<file path="src/sv/pmd_pkg.sv">
// Package for the packed Morse decoder: symbol and event codes, the event
// beat type and the character lookup table. No dependencies.
package pmd_pkg;

  // Longest pending dot/dash pattern
  localparam int MAX_PATTERN_LEN = 6;
  localparam int PAT_W           = MAX_PATTERN_LEN;
  localparam int LEN_W           = $clog2(MAX_PATTERN_LEN + 1);

  localparam int NUM_CODES = 48;
  localparam int CODE_W    = 6;
  localparam logic [CODE_W-1:0] CODE_SPACE = 6'd48;

  // 2-bit symbols as packed in the input byte
  localparam logic [1:0] SYM_END   = 2'b00;
  localparam logic [1:0] SYM_DASH  = 2'b01;
  localparam logic [1:0] SYM_DOT   = 2'b10;
  localparam logic [1:0] SYM_SPACE = 2'b11;

  // Events passed from front to back; a space symbol becomes END then SPACE
  typedef enum logic [1:0] {
    EV_DOT,
    EV_DASH,
    EV_END,
    EV_SPACE
  } ev_op_t;

  typedef struct packed {
    ev_op_t op;
    logic   eob;   // final event of its input byte
  } ev_t;

  typedef struct packed {
    logic              hit;
    logic [CODE_W-1:0] code;
  } lookup_t;

  // Pattern length and bits per character code (first symbol MSB, dash = 1)
  localparam logic [7:0] CODE_LEN [NUM_CODES] = '{
    8'd2, 8'd4, 8'd4, 8'd3, 8'd1, 8'd4, 8'd3, 8'd4, 8'd2, 8'd4, 8'd3, 8'd4,
    8'd2, 8'd2, 8'd3, 8'd4, 8'd4, 8'd3, 8'd3, 8'd1, 8'd3, 8'd4, 8'd3, 8'd4,
    8'd4, 8'd4, 8'd4, 8'd4, 8'd4, 8'd4,
    8'd5, 8'd5, 8'd5, 8'd5, 8'd5, 8'd5, 8'd5, 8'd5, 8'd5, 8'd5,
    8'd6, 8'd6, 8'd6, 8'd5, 8'd6, 8'd6, 8'd6, 8'd5
  };

  localparam logic [7:0] CODE_BITS [NUM_CODES] = '{
    8'h01, 8'h08, 8'h0A, 8'h04, 8'h00, 8'h02, 8'h06, 8'h00, 8'h00, 8'h07, 8'h05,
    8'h04, 8'h03, 8'h02, 8'h07, 8'h06, 8'h0D, 8'h02, 8'h00, 8'h01, 8'h01, 8'h01,
    8'h03, 8'h09, 8'h0B, 8'h0C, 8'h05, 8'h0E, 8'h03, 8'h0F,
    8'h1F, 8'h0F, 8'h07, 8'h03, 8'h01, 8'h00, 8'h10, 8'h18, 8'h1C, 8'h1E,
    8'h15, 8'h33, 8'h0C, 8'h06, 8'h38, 8'h12, 8'h1E, 8'h11
  };

  // Table match; the lowest matching code wins
  function automatic lookup_t pmd_lookup(input logic [LEN_W-1:0] len,
                                         input logic [PAT_W-1:0] bits);
    lookup_t r;
    r.hit  = 1'b0;
    r.code = '0;
    for (int i = NUM_CODES - 1; i >= 0; i--) begin
      if (CODE_LEN[i] == 8'(len) && CODE_BITS[i] == 8'(bits)) begin
        r.hit  = 1'b1;
        r.code = CODE_W'(i);
      end
    end
    return r;
  endfunction

endpackage

</file>
<file path="src/sv/packed_morse_decoder_core.sv">
// Packed Morse decoder: each input byte carries four 2-bit symbols, MSB pair
// first (00 letter end, 01 dash, 10 dot, 11 letter end then space). The front
// end turns a byte into one event a cycle while the queue takes them, four per
// byte plus one for every space symbol; the back end, while its output buffer
// has room, updates the pattern and looks up one event a cycle and delivers at
// most one character beat a cycle. A decoded character is held until the next
// result or the end of its byte is seen, so every beat but the final one of a
// byte can leave as soon as the next result is decoded, while the final one,
// with last set, waits for the last symbol of its byte. Empty, unknown or
// overlong letters give no beat. Depends on pmd_pkg, pmd_front, pmd_evq and pmd_back.
module packed_morse_decoder_core (
  input  logic                       clk,
  input  logic                       rst,
  input  logic                       in_valid,
  output logic                       in_ready,
  input  logic [7:0]                 data_byte,
  output logic                       out_valid,
  input  logic                       out_ready,
  output logic [pmd_pkg::CODE_W-1:0] char_code,
  output logic                       last
);
  import pmd_pkg::*;

  logic fe_valid, fe_ready;
  ev_t  fe_ev;
  logic q_valid, q_ready;
  ev_t  q_ev;

  pmd_front u_front (
    .clk       (clk),
    .rst       (rst),
    .in_valid  (in_valid),
    .in_ready  (in_ready),
    .data_byte (data_byte),
    .fe_valid  (fe_valid),
    .fe_ready  (fe_ready),
    .fe_ev     (fe_ev)
  );

  pmd_evq u_evq (
    .clk     (clk),
    .rst     (rst),
    .s_valid (fe_valid),
    .s_ready (fe_ready),
    .s_ev    (fe_ev),
    .m_valid (q_valid),
    .m_ready (q_ready),
    .m_ev    (q_ev)
  );

  pmd_back u_back (
    .clk       (clk),
    .rst       (rst),
    .ev_valid  (q_valid),
    .ev_ready  (q_ready),
    .ev        (q_ev),
    .out_valid (out_valid),
    .out_ready (out_ready),
    .char_code (char_code),
    .last      (last)
  );

  // An accepted byte always yields an event beat on the next cycle
  a_byte_gives_event: assert property (@(posedge clk) disable iff (rst)
    in_valid && in_ready |=> fe_valid)
    else $error("front end idle after taking a byte");

  // A new byte is only taken as the final event of the previous one leaves
  a_byte_boundary: assert property (@(posedge clk) disable iff (rst)
    in_valid && in_ready |-> !fe_valid || (fe_ready && fe_ev.eob))
    else $error("byte taken while events of the previous byte remain");

  // A stalled event beat holds
  a_event_holds: assert property (@(posedge clk) disable iff (rst)
    fe_valid && !fe_ready |=> fe_valid && $stable(fe_ev))
    else $error("front end event changed while stalled");

endmodule

</file>
<file path="src/sv/pmd_front.sv">
// Front end of the packed Morse decoder: takes input bytes and splits them
// into event beats, one per cycle while fe_ready is high. Depends on pmd_pkg.
module pmd_front (
  input  logic         clk,
  input  logic         rst,
  input  logic         in_valid,
  output logic         in_ready,
  input  logic [7:0]   data_byte,
  output logic         fe_valid,
  input  logic         fe_ready,
  output pmd_pkg::ev_t fe_ev
);
  import pmd_pkg::*;

  logic       busy;
  logic [1:0] sidx;
  logic       sp_phase;   // END of a space symbol sent, SPACE still due
  logic [7:0] byte_q;
  logic [1:0] sym;
  logic       split_space;

  // Current symbol, MSB pair first
  always_comb begin
    case (sidx)
      2'd0:    sym = byte_q[7:6];
      2'd1:    sym = byte_q[5:4];
      2'd2:    sym = byte_q[3:2];
      default: sym = byte_q[1:0];
    endcase
  end

  // Event for the current symbol
  always_comb begin
    split_space = (sym == SYM_SPACE) && !sp_phase;
    if (sp_phase) begin
      fe_ev.op = EV_SPACE;
    end else begin
      case (sym)
        SYM_DASH: fe_ev.op = EV_DASH;
        SYM_DOT:  fe_ev.op = EV_DOT;
        default:  fe_ev.op = EV_END;
      endcase
    end
    fe_ev.eob = (sidx == 2'd3) && !split_space;
  end

  assign fe_valid = busy;
  // Next byte is taken as the last event of this one leaves
  assign in_ready = !busy || (fe_ready && fe_ev.eob);

  always_ff @(posedge clk) begin
    if (rst) begin
      busy     <= 1'b0;
      sidx     <= 2'd0;
      sp_phase <= 1'b0;
    end else if (in_valid && in_ready) begin
      busy     <= 1'b1;
      sidx     <= 2'd0;
      sp_phase <= 1'b0;
    end else if (busy && fe_ready) begin
      if (fe_ev.eob) begin
        busy <= 1'b0;
      end else if (split_space) begin
        sp_phase <= 1'b1;
      end else begin
        sp_phase <= 1'b0;
        sidx     <= sidx + 2'd1;
      end
    end
  end

  // Byte holding register
  always_ff @(posedge clk) begin
    if (in_valid && in_ready) begin
      byte_q <= data_byte;
    end
  end

endmodule

</file>
<file path="src/sv/pmd_evq.sv">
// Two-entry event queue between the front and back ends of the packed Morse
// decoder. Depends on pmd_pkg.
module pmd_evq (
  input  logic         clk,
  input  logic         rst,
  input  logic         s_valid,
  output logic         s_ready,
  input  pmd_pkg::ev_t s_ev,
  output logic         m_valid,
  input  logic         m_ready,
  output pmd_pkg::ev_t m_ev
);
  import pmd_pkg::*;

  ev_t        q [2];
  logic       wp;
  logic       rp;
  logic [1:0] cnt;
  logic       push;
  logic       pop;

  assign s_ready = (cnt != 2'd2);
  assign m_valid = (cnt != 2'd0);
  assign m_ev    = q[rp];
  assign push    = s_valid && s_ready;
  assign pop     = m_valid && m_ready;

  always_ff @(posedge clk) begin
    if (rst) begin
      wp  <= 1'b0;
      rp  <= 1'b0;
      cnt <= 2'd0;
    end else begin
      if (push) wp <= ~wp;
      if (pop)  rp <= ~rp;
      cnt <= cnt + {1'b0, push} - {1'b0, pop};
    end
  end

  always_ff @(posedge clk) begin
    if (push) begin
      q[wp] <= s_ev;
    end
  end

endmodule

</file>
<file path="src/sv/pmd_back.sv">
// Back end of the packed Morse decoder: pattern state, character lookup,
// last-of-byte tagging and a two-entry output buffer. Depends on pmd_pkg.
module pmd_back (
  input  logic                       clk,
  input  logic                       rst,
  input  logic                       ev_valid,
  output logic                       ev_ready,
  input  pmd_pkg::ev_t               ev,
  output logic                       out_valid,
  input  logic                       out_ready,
  output logic [pmd_pkg::CODE_W-1:0] char_code,
  output logic                       last
);
  import pmd_pkg::*;

  // Pattern state
  logic [PAT_W-1:0]  pat_bits;
  logic [LEN_W-1:0]  pat_len;
  logic              pat_ovf;
  // Newest result, held back until it is known whether it ends the byte
  logic              held_v;
  logic [CODE_W-1:0] held_code;
  // Output buffer
  logic [CODE_W-1:0] ob_code [2];
  logic              ob_last [2];
  logic              ob_wp;
  logic              ob_rp;
  logic [1:0]        ob_cnt;

  lookup_t           lk;
  logic              hit;
  logic              new_v;
  logic [CODE_W-1:0] new_code;
  logic              p0_v, p0_last, p1_v;
  logic [CODE_W-1:0] p0_code;
  logic [1:0]        need;
  logic [1:0]        free;
  logic              pop;
  logic              accept;

  // Letter decode
  always_comb begin
    lk       = pmd_lookup(pat_len, pat_bits);
    hit      = lk.hit && !pat_ovf && (pat_len != '0);
    new_v    = ((ev.op == EV_END) && hit) || (ev.op == EV_SPACE);
    new_code = (ev.op == EV_SPACE) ? CODE_SPACE : lk.code;
  end

  // Beats to push for this event: held result first, then the new one at byte end
  always_comb begin
    p0_v    = 1'b0;
    p0_code = held_code;
    p0_last = 1'b0;
    p1_v    = 1'b0;
    if (new_v) begin
      if (held_v) begin
        p0_v = 1'b1;
        p1_v = ev.eob;
      end else if (ev.eob) begin
        p0_v    = 1'b1;
        p0_code = new_code;
        p0_last = 1'b1;
      end
    end else if (ev.eob && held_v) begin
      p0_v    = 1'b1;
      p0_last = 1'b1;
    end
    need = {1'b0, p0_v} + {1'b0, p1_v};
  end

  assign out_valid = (ob_cnt != 2'd0);
  assign char_code = ob_code[ob_rp];
  assign last      = ob_last[ob_rp];
  assign pop       = out_valid && out_ready;
  assign free      = 2'd2 - ob_cnt + {1'b0, pop};
  assign ev_ready  = (free >= need);
  assign accept    = ev_valid && ev_ready;

  // Control and pattern state
  always_ff @(posedge clk) begin
    if (rst) begin
      pat_bits <= '0;
      pat_len  <= '0;
      pat_ovf  <= 1'b0;
      held_v   <= 1'b0;
      ob_wp    <= 1'b0;
      ob_rp    <= 1'b0;
      ob_cnt   <= 2'd0;
    end else begin
      if (pop) ob_rp <= ~ob_rp;
      if (accept) begin
        ob_wp  <= ob_wp ^ need[0];
        ob_cnt <= ob_cnt + need - {1'b0, pop};
        if (ev.eob) begin
          held_v <= 1'b0;
        end else if (new_v) begin
          held_v <= 1'b1;
        end
        case (ev.op)
          EV_DOT, EV_DASH: begin
            if (pat_len >= LEN_W'(MAX_PATTERN_LEN)) begin
              pat_ovf <= 1'b1;
            end else begin
              pat_bits <= {pat_bits[PAT_W-2:0], ev.op == EV_DASH};
              pat_len  <= pat_len + LEN_W'(1);
            end
          end
          EV_END: begin
            pat_bits <= '0;
            pat_len  <= '0;
            pat_ovf  <= 1'b0;
          end
          default: ;
        endcase
      end else begin
        ob_cnt <= ob_cnt - {1'b0, pop};
      end
    end
  end

  // Payload registers
  always_ff @(posedge clk) begin
    if (accept) begin
      if (new_v && !ev.eob) begin
        held_code <= new_code;
      end
      if (p0_v) begin
        ob_code[ob_wp] <= p0_code;
        ob_last[ob_wp] <= p0_last;
      end
      if (p1_v) begin
        ob_code[~ob_wp] <= new_code;
        ob_last[~ob_wp] <= 1'b1;
      end
    end
  end

endmodule

</file>
<file path="config.mk">
export PLATFORM = sky130hd
export DESIGN_NAME = packed_morse_decoder_core
export DESIGN_NICKNAME = d
export VERILOG_FILES = /design/src/sv/pmd_pkg.sv /design/src/sv/packed_morse_decoder_core.sv /design/src/sv/pmd_front.sv /design/src/sv/pmd_evq.sv /design/src/sv/pmd_back.sv
export SDC_FILE = /design/constraint.sdc
export NUM_CORES = 1
export LEC_CHECK = 0
export ABC_AREA = 1
export ABC_CLOCK_PERIOD_IN_PS = 5550
export BUFFER_PORTS_ARGS = -buffer_cell sky130_fd_sc_hd__buf_4
export CORE_ASPECT_RATIO = 0.75
export CORE_MARGIN = 4
export CORE_UTILIZATION = 35
export DETAILED_ROUTE_END_ITERATION = 8
export GPL_ROUTABILITY_DRIVEN = 0
export GPL_TIMING_DRIVEN = 0
export SYNTH_ARGS = -nofsm -noshare
export SYNTH_HDL_FRONTEND = slang
export SYNTH_SLANG_ARGS = --single-unit
</file>
<file path="constraint.sdc">
create_clock -name clk -period 5.55 [get_ports clk]
set_input_delay 0 -clock clk [delete_from_list [all_inputs] [get_ports clk]]
set_output_delay 0 -clock clk [all_outputs]
set_load 0.02 [all_outputs]
</file>
==> summary.txt <==
Global route
  – Total track usage: 13.0%
  – Met3 track demand over resource in global routing: 4.12%
  – Maximum number of pins on one net before global-route repair: 11
  – First-pass GRT wire length: 13.3 mm
  – Global-route congestion overflow total: 0
  – Met1 layer usage reported by global route: 19.2%
  – Met2 demand-to-capacity share in global routing: 18.5%
  – Vias in the first global route: 2823
  – Number of antenna violations at the first check in global routing: 0
  – Grt peak-use layer: met1

Placed design
  – Port Buffers: 20
  – Post-DP HPWL: 6.27 mm
  – Dpl ws: 239 ps

Drt
  – Total via count in the routed design: 3187
  – Remaining routing DRC violations: 0
  – Number of detailed-routing iterations run before antenna repair: 4
  – Routed WL per cell: 11.9 um
  – Vias per Instance: 4.82
  – Post-route ant nets: 0
  – DRC violation total after the first TritonRoute iteration: 211
  – Drt total wl: 7.88 mm

Synth
  – Fraction of the mapped netlist area in compound gates: 14.1%
  – Net count of the mapped netlist: 510
  – Most frequently used flop master after synthesis: sky130_fd_sc_hd__edfxtp_1
  – Share of async-settable or async-resettable flops after synthesis: 0%
  – Synthesized-area fraction occupied by and/or/nand/nor cells: 26.7%
  – Total of flip-flops plus latches after synthesis: 59
  – EDFF count, synth: 32
  – Number of distinct library cells after synthesis: 49
  – Synthesized cell area: 0.00374 sq mm
  – Synthesized-area fraction occupied by xor and xnor cells: 0.938%
  – Largest family of logic cells by synthesized area: simple AND/OR/NAND/NOR gates
  – Share of cell area taken by muxes after synthesis: 2.38%
  – Cell count after synthesis: 479
  – Count of warnings emitted by yosys: 0
  – Adder and majority gate portion of the synthesized area: 6.36%
  – Post-synthesis sequential area ratio: 40.2%
  – Average instance area after synthesis: 7.80 sq um

STA
  – Sum of negative setup slack: 0 ps
  – Max Fclk: 0.205 GHz
  – Worst Max-Slew Pin Slew: 827 ps
  – Endpoints failing setup: 0
  – Relative slew slack: 44.3%
  – RSZ-0062 raised after global routing: false
  – Post-route clock skew: 5.28 ps
  – Final critical-path share of the clock period: 87.9%
  – Final Worst Setup Slack: 674 ps
  – Minimum clock period after layout: 4880 ps
  – Max-slew violation count: 0
  – Tightest hold margin: 51.4 ps
  – Number of failing hold endpoints at the final stage: 0

Critical path
  – Arrival time of data at the critical path endpoint: 5090 ps
  – Type of origin of the critical path: flip-flop
  – Setup CP Type: flip-flop to flip-flop
  – Type of element capturing the critical path: flip-flop
  – Worst EP required: 5760 ps
  – Maximum net fanout on the critical path: 10

Die
  – Die Outline Area: 0.0124 sq mm
  – Placeable core area: 0.0104 sq mm
  – Core Rows: 32
  – Die boundary width: 127 um
  – Initial Util: 36.0%
  – Die Span Y: 97.5 um
  – Number of ports placed on the die boundary: 21

CTS
  – Number of buffers added by the clock tree synthesis step: 9
  – Number of setup buffers added after CTS: 0
  – Clock-pin slew on the worst setup and hold paths: 50 ps
  – Number of levels the H-tree was split into: 3
  – Cell at the root of the clock tree: sky130_fd_sc_hd__clkbuf_16
  – Maximum number of buffers from clock root to sink: 2
  – Number of clock sinks: 59
  – Clock tree from TritonCTS: yes
  – Insertion delay to the later sink of the worst-skew pair: 320 ps

Pwr
  – Static power due to leakage: 1.94 nW
  – Power Density: 397 mW/mm^2
  – Worst ir drop on vdd: 163 uV
  – Sum of internal, switching and leakage power: 1.78 mW

Cells and area
  – Nets@finish: 551
  – Commonest non-fill, non-tap cell in the layout: sky130_fd_sc_hd__nand2_1
  – Number of antenna repair diodes: 0
  – Commonest cells after routing, fill and taps aside: 108 x sky130_fd_sc_hd__nand2_1, 62 x sky130_fd_sc_hd__inv_1, 47 x sky130_fd_sc_hd__nor2_1
  – Share of post-route cells with drive strength above 1: 19.2%
  – Growth of design area from synthesis to finish: 20.3%

Run status
  – Status: complete, no violations

Worst hold path
  – Class of the tightest hold or removal check: input pin to flip-flop

Job
  – Max-cap viol count: 0
-- path summary, 6_finish.rpt --
| kind | from | endpoint | slack (ps) | depth (start not counted) |
|---|---|---|---|---|
| min reg2reg | u_back.ob_rp | u_back.ob_rp | 450 | 1 |
| min | out_ready | u_back.ob_rp | 50 | 4 |
| max | u_back.pat_len[1] | u_evq.cnt[1] | 670 | 24 |
| max reg2reg | u_back.pat_len[1] | u_evq.cnt[1] | 670 | 24 |
-- registers in the layout (all words and copies together) (netlist names), 3 cells and up, named ones only --
signal / flops
u_back.pat_bits: 6
u_evq.q: 6
u_back.held_code: 6
u_back.pat_len: 3
u_front.byte_q: 8
u_back.ob_code: 12
-- metal layers --
metal  wire length, um  vias to the layer above  share of wire [%]
li1                  -                     1663                  -
met1              4010                     1429                 51
met2              3320                       84                 42
met3               467                       11                5.9
met4                82                        0                1.0
met5                 0                        -                  0
-- report_power, final --
part	switching (mW)	total (mW)	internal, mW
combinational	0.373	0.588	0.214
sequential	0.0398	0.588	0.548
clock	0.178	0.610	0.432
-- cells in the mapped netlist, types with 3 or more instances --
cell type                    n  share of area [%]
sky130_fd_sc_hd__a21oi_1    25                3.3
sky130_fd_sc_hd__clkinv_1    3               0.30
sky130_fd_sc_hd__dfxtp_1    27                 14
sky130_fd_sc_hd__edfxtp_1   32                 26
sky130_fd_sc_hd__ha_1       19                6.4
sky130_fd_sc_hd__inv_1      62                6.2
sky130_fd_sc_hd__inv_2      16                1.6
sky130_fd_sc_hd__inv_4       4               0.67
sky130_fd_sc_hd__mux2_2      7                2.1
sky130_fd_sc_hd__nand2_1   108                 11
sky130_fd_sc_hd__nand2_2     7                1.2
sky130_fd_sc_hd__nand3_1    10                1.3
sky130_fd_sc_hd__nand3_2     5                1.3
sky130_fd_sc_hd__nand4_1    10                1.7
sky130_fd_sc_hd__nor2_1     47                4.7
sky130_fd_sc_hd__nor2_2     10                1.7
sky130_fd_sc_hd__nor3_1      7               0.94
sky130_fd_sc_hd__o21ai_0    26                3.5
sky130_fd_sc_hd__o21ai_1    11                1.5
-- critical path: stages, from the launching register on --
cell	delay, ps
sky130_fd_sc_hd__dfxtp_1	370
sky130_fd_sc_hd__inv_1	100
sky130_fd_sc_hd__ha_1	240
sky130_fd_sc_hd__nand2_1	250
sky130_fd_sc_hd__inv_1	130
sky130_fd_sc_hd__nand3_1	140
sky130_fd_sc_hd__nand4_1	170
sky130_fd_sc_hd__nor3_2	340
sky130_fd_sc_hd__nand4_1	210
sky130_fd_sc_hd__o211ai_2	190
sky130_fd_sc_hd__nand2_2	120
sky130_fd_sc_hd__o21ai_1	160
sky130_fd_sc_hd__inv_2	60
sky130_fd_sc_hd__ha_1	310
sky130_fd_sc_hd__ha_1	300
sky130_fd_sc_hd__nand2_1	50
sky130_fd_sc_hd__a21o_1	140
sky130_fd_sc_hd__o21ai_0	310
sky130_fd_sc_hd__inv_2	250
sky130_fd_sc_hd__ha_1	350
sky130_fd_sc_hd__inv_1	40
sky130_fd_sc_hd__ha_1	200
sky130_fd_sc_hd__xor2_1	150
sky130_fd_sc_hd__o21ai_0	140
sky130_fd_sc_hd__a21oi_1	50
-- per-stage QoR --
| step | instances | area (sq um) | utilization, % |
|---|---|---|---|
| after floorplan | 479 | 3740 | - |
| after global placement | 635 | 4060 | 39.1 |
| after detailed placement | 635 | 4060 | 39.1 |
| after CTS | 661 | 4490 | 43.3 |
| after global routing | 661 | 4490 | 43.3 |
| final | 661 | 4490 | 43.3 |
-- cell type report --
cell class                      count  area (sq um)
Fill cell                        1004          5880
Clock buffer                        9           225
Timing Repair Buffer               30           250
Inverter                           85           329
Tap cell                          136           170
Buffer                              3          18.8
Multi-Input combinational cell    332          1890
Sequential cell                    59          1500
Clock inverter                      7           106
-- logic make-up after synthesis --
| logic type | after synthesis |
|---|---|
| muxes | 8 |
| adders and majority gates | 19 |
| AOI/OAI and AO/OA | 85 |
| buffers and inverters | 88 |
| and+or+nand+nor | 216 |
| DFF | 59 |
| xor gates and xnor gates | 4 |
-- what timing repair did --
action                                  4_1_cts  5_1_grt
endpoints found under the setup margin        0        2
hold endpoints to repair                     11        0
gates resized for setup                       0        2
hold buffers                                 10        0
Note: power is estimated with default switching activity, not from simulation.
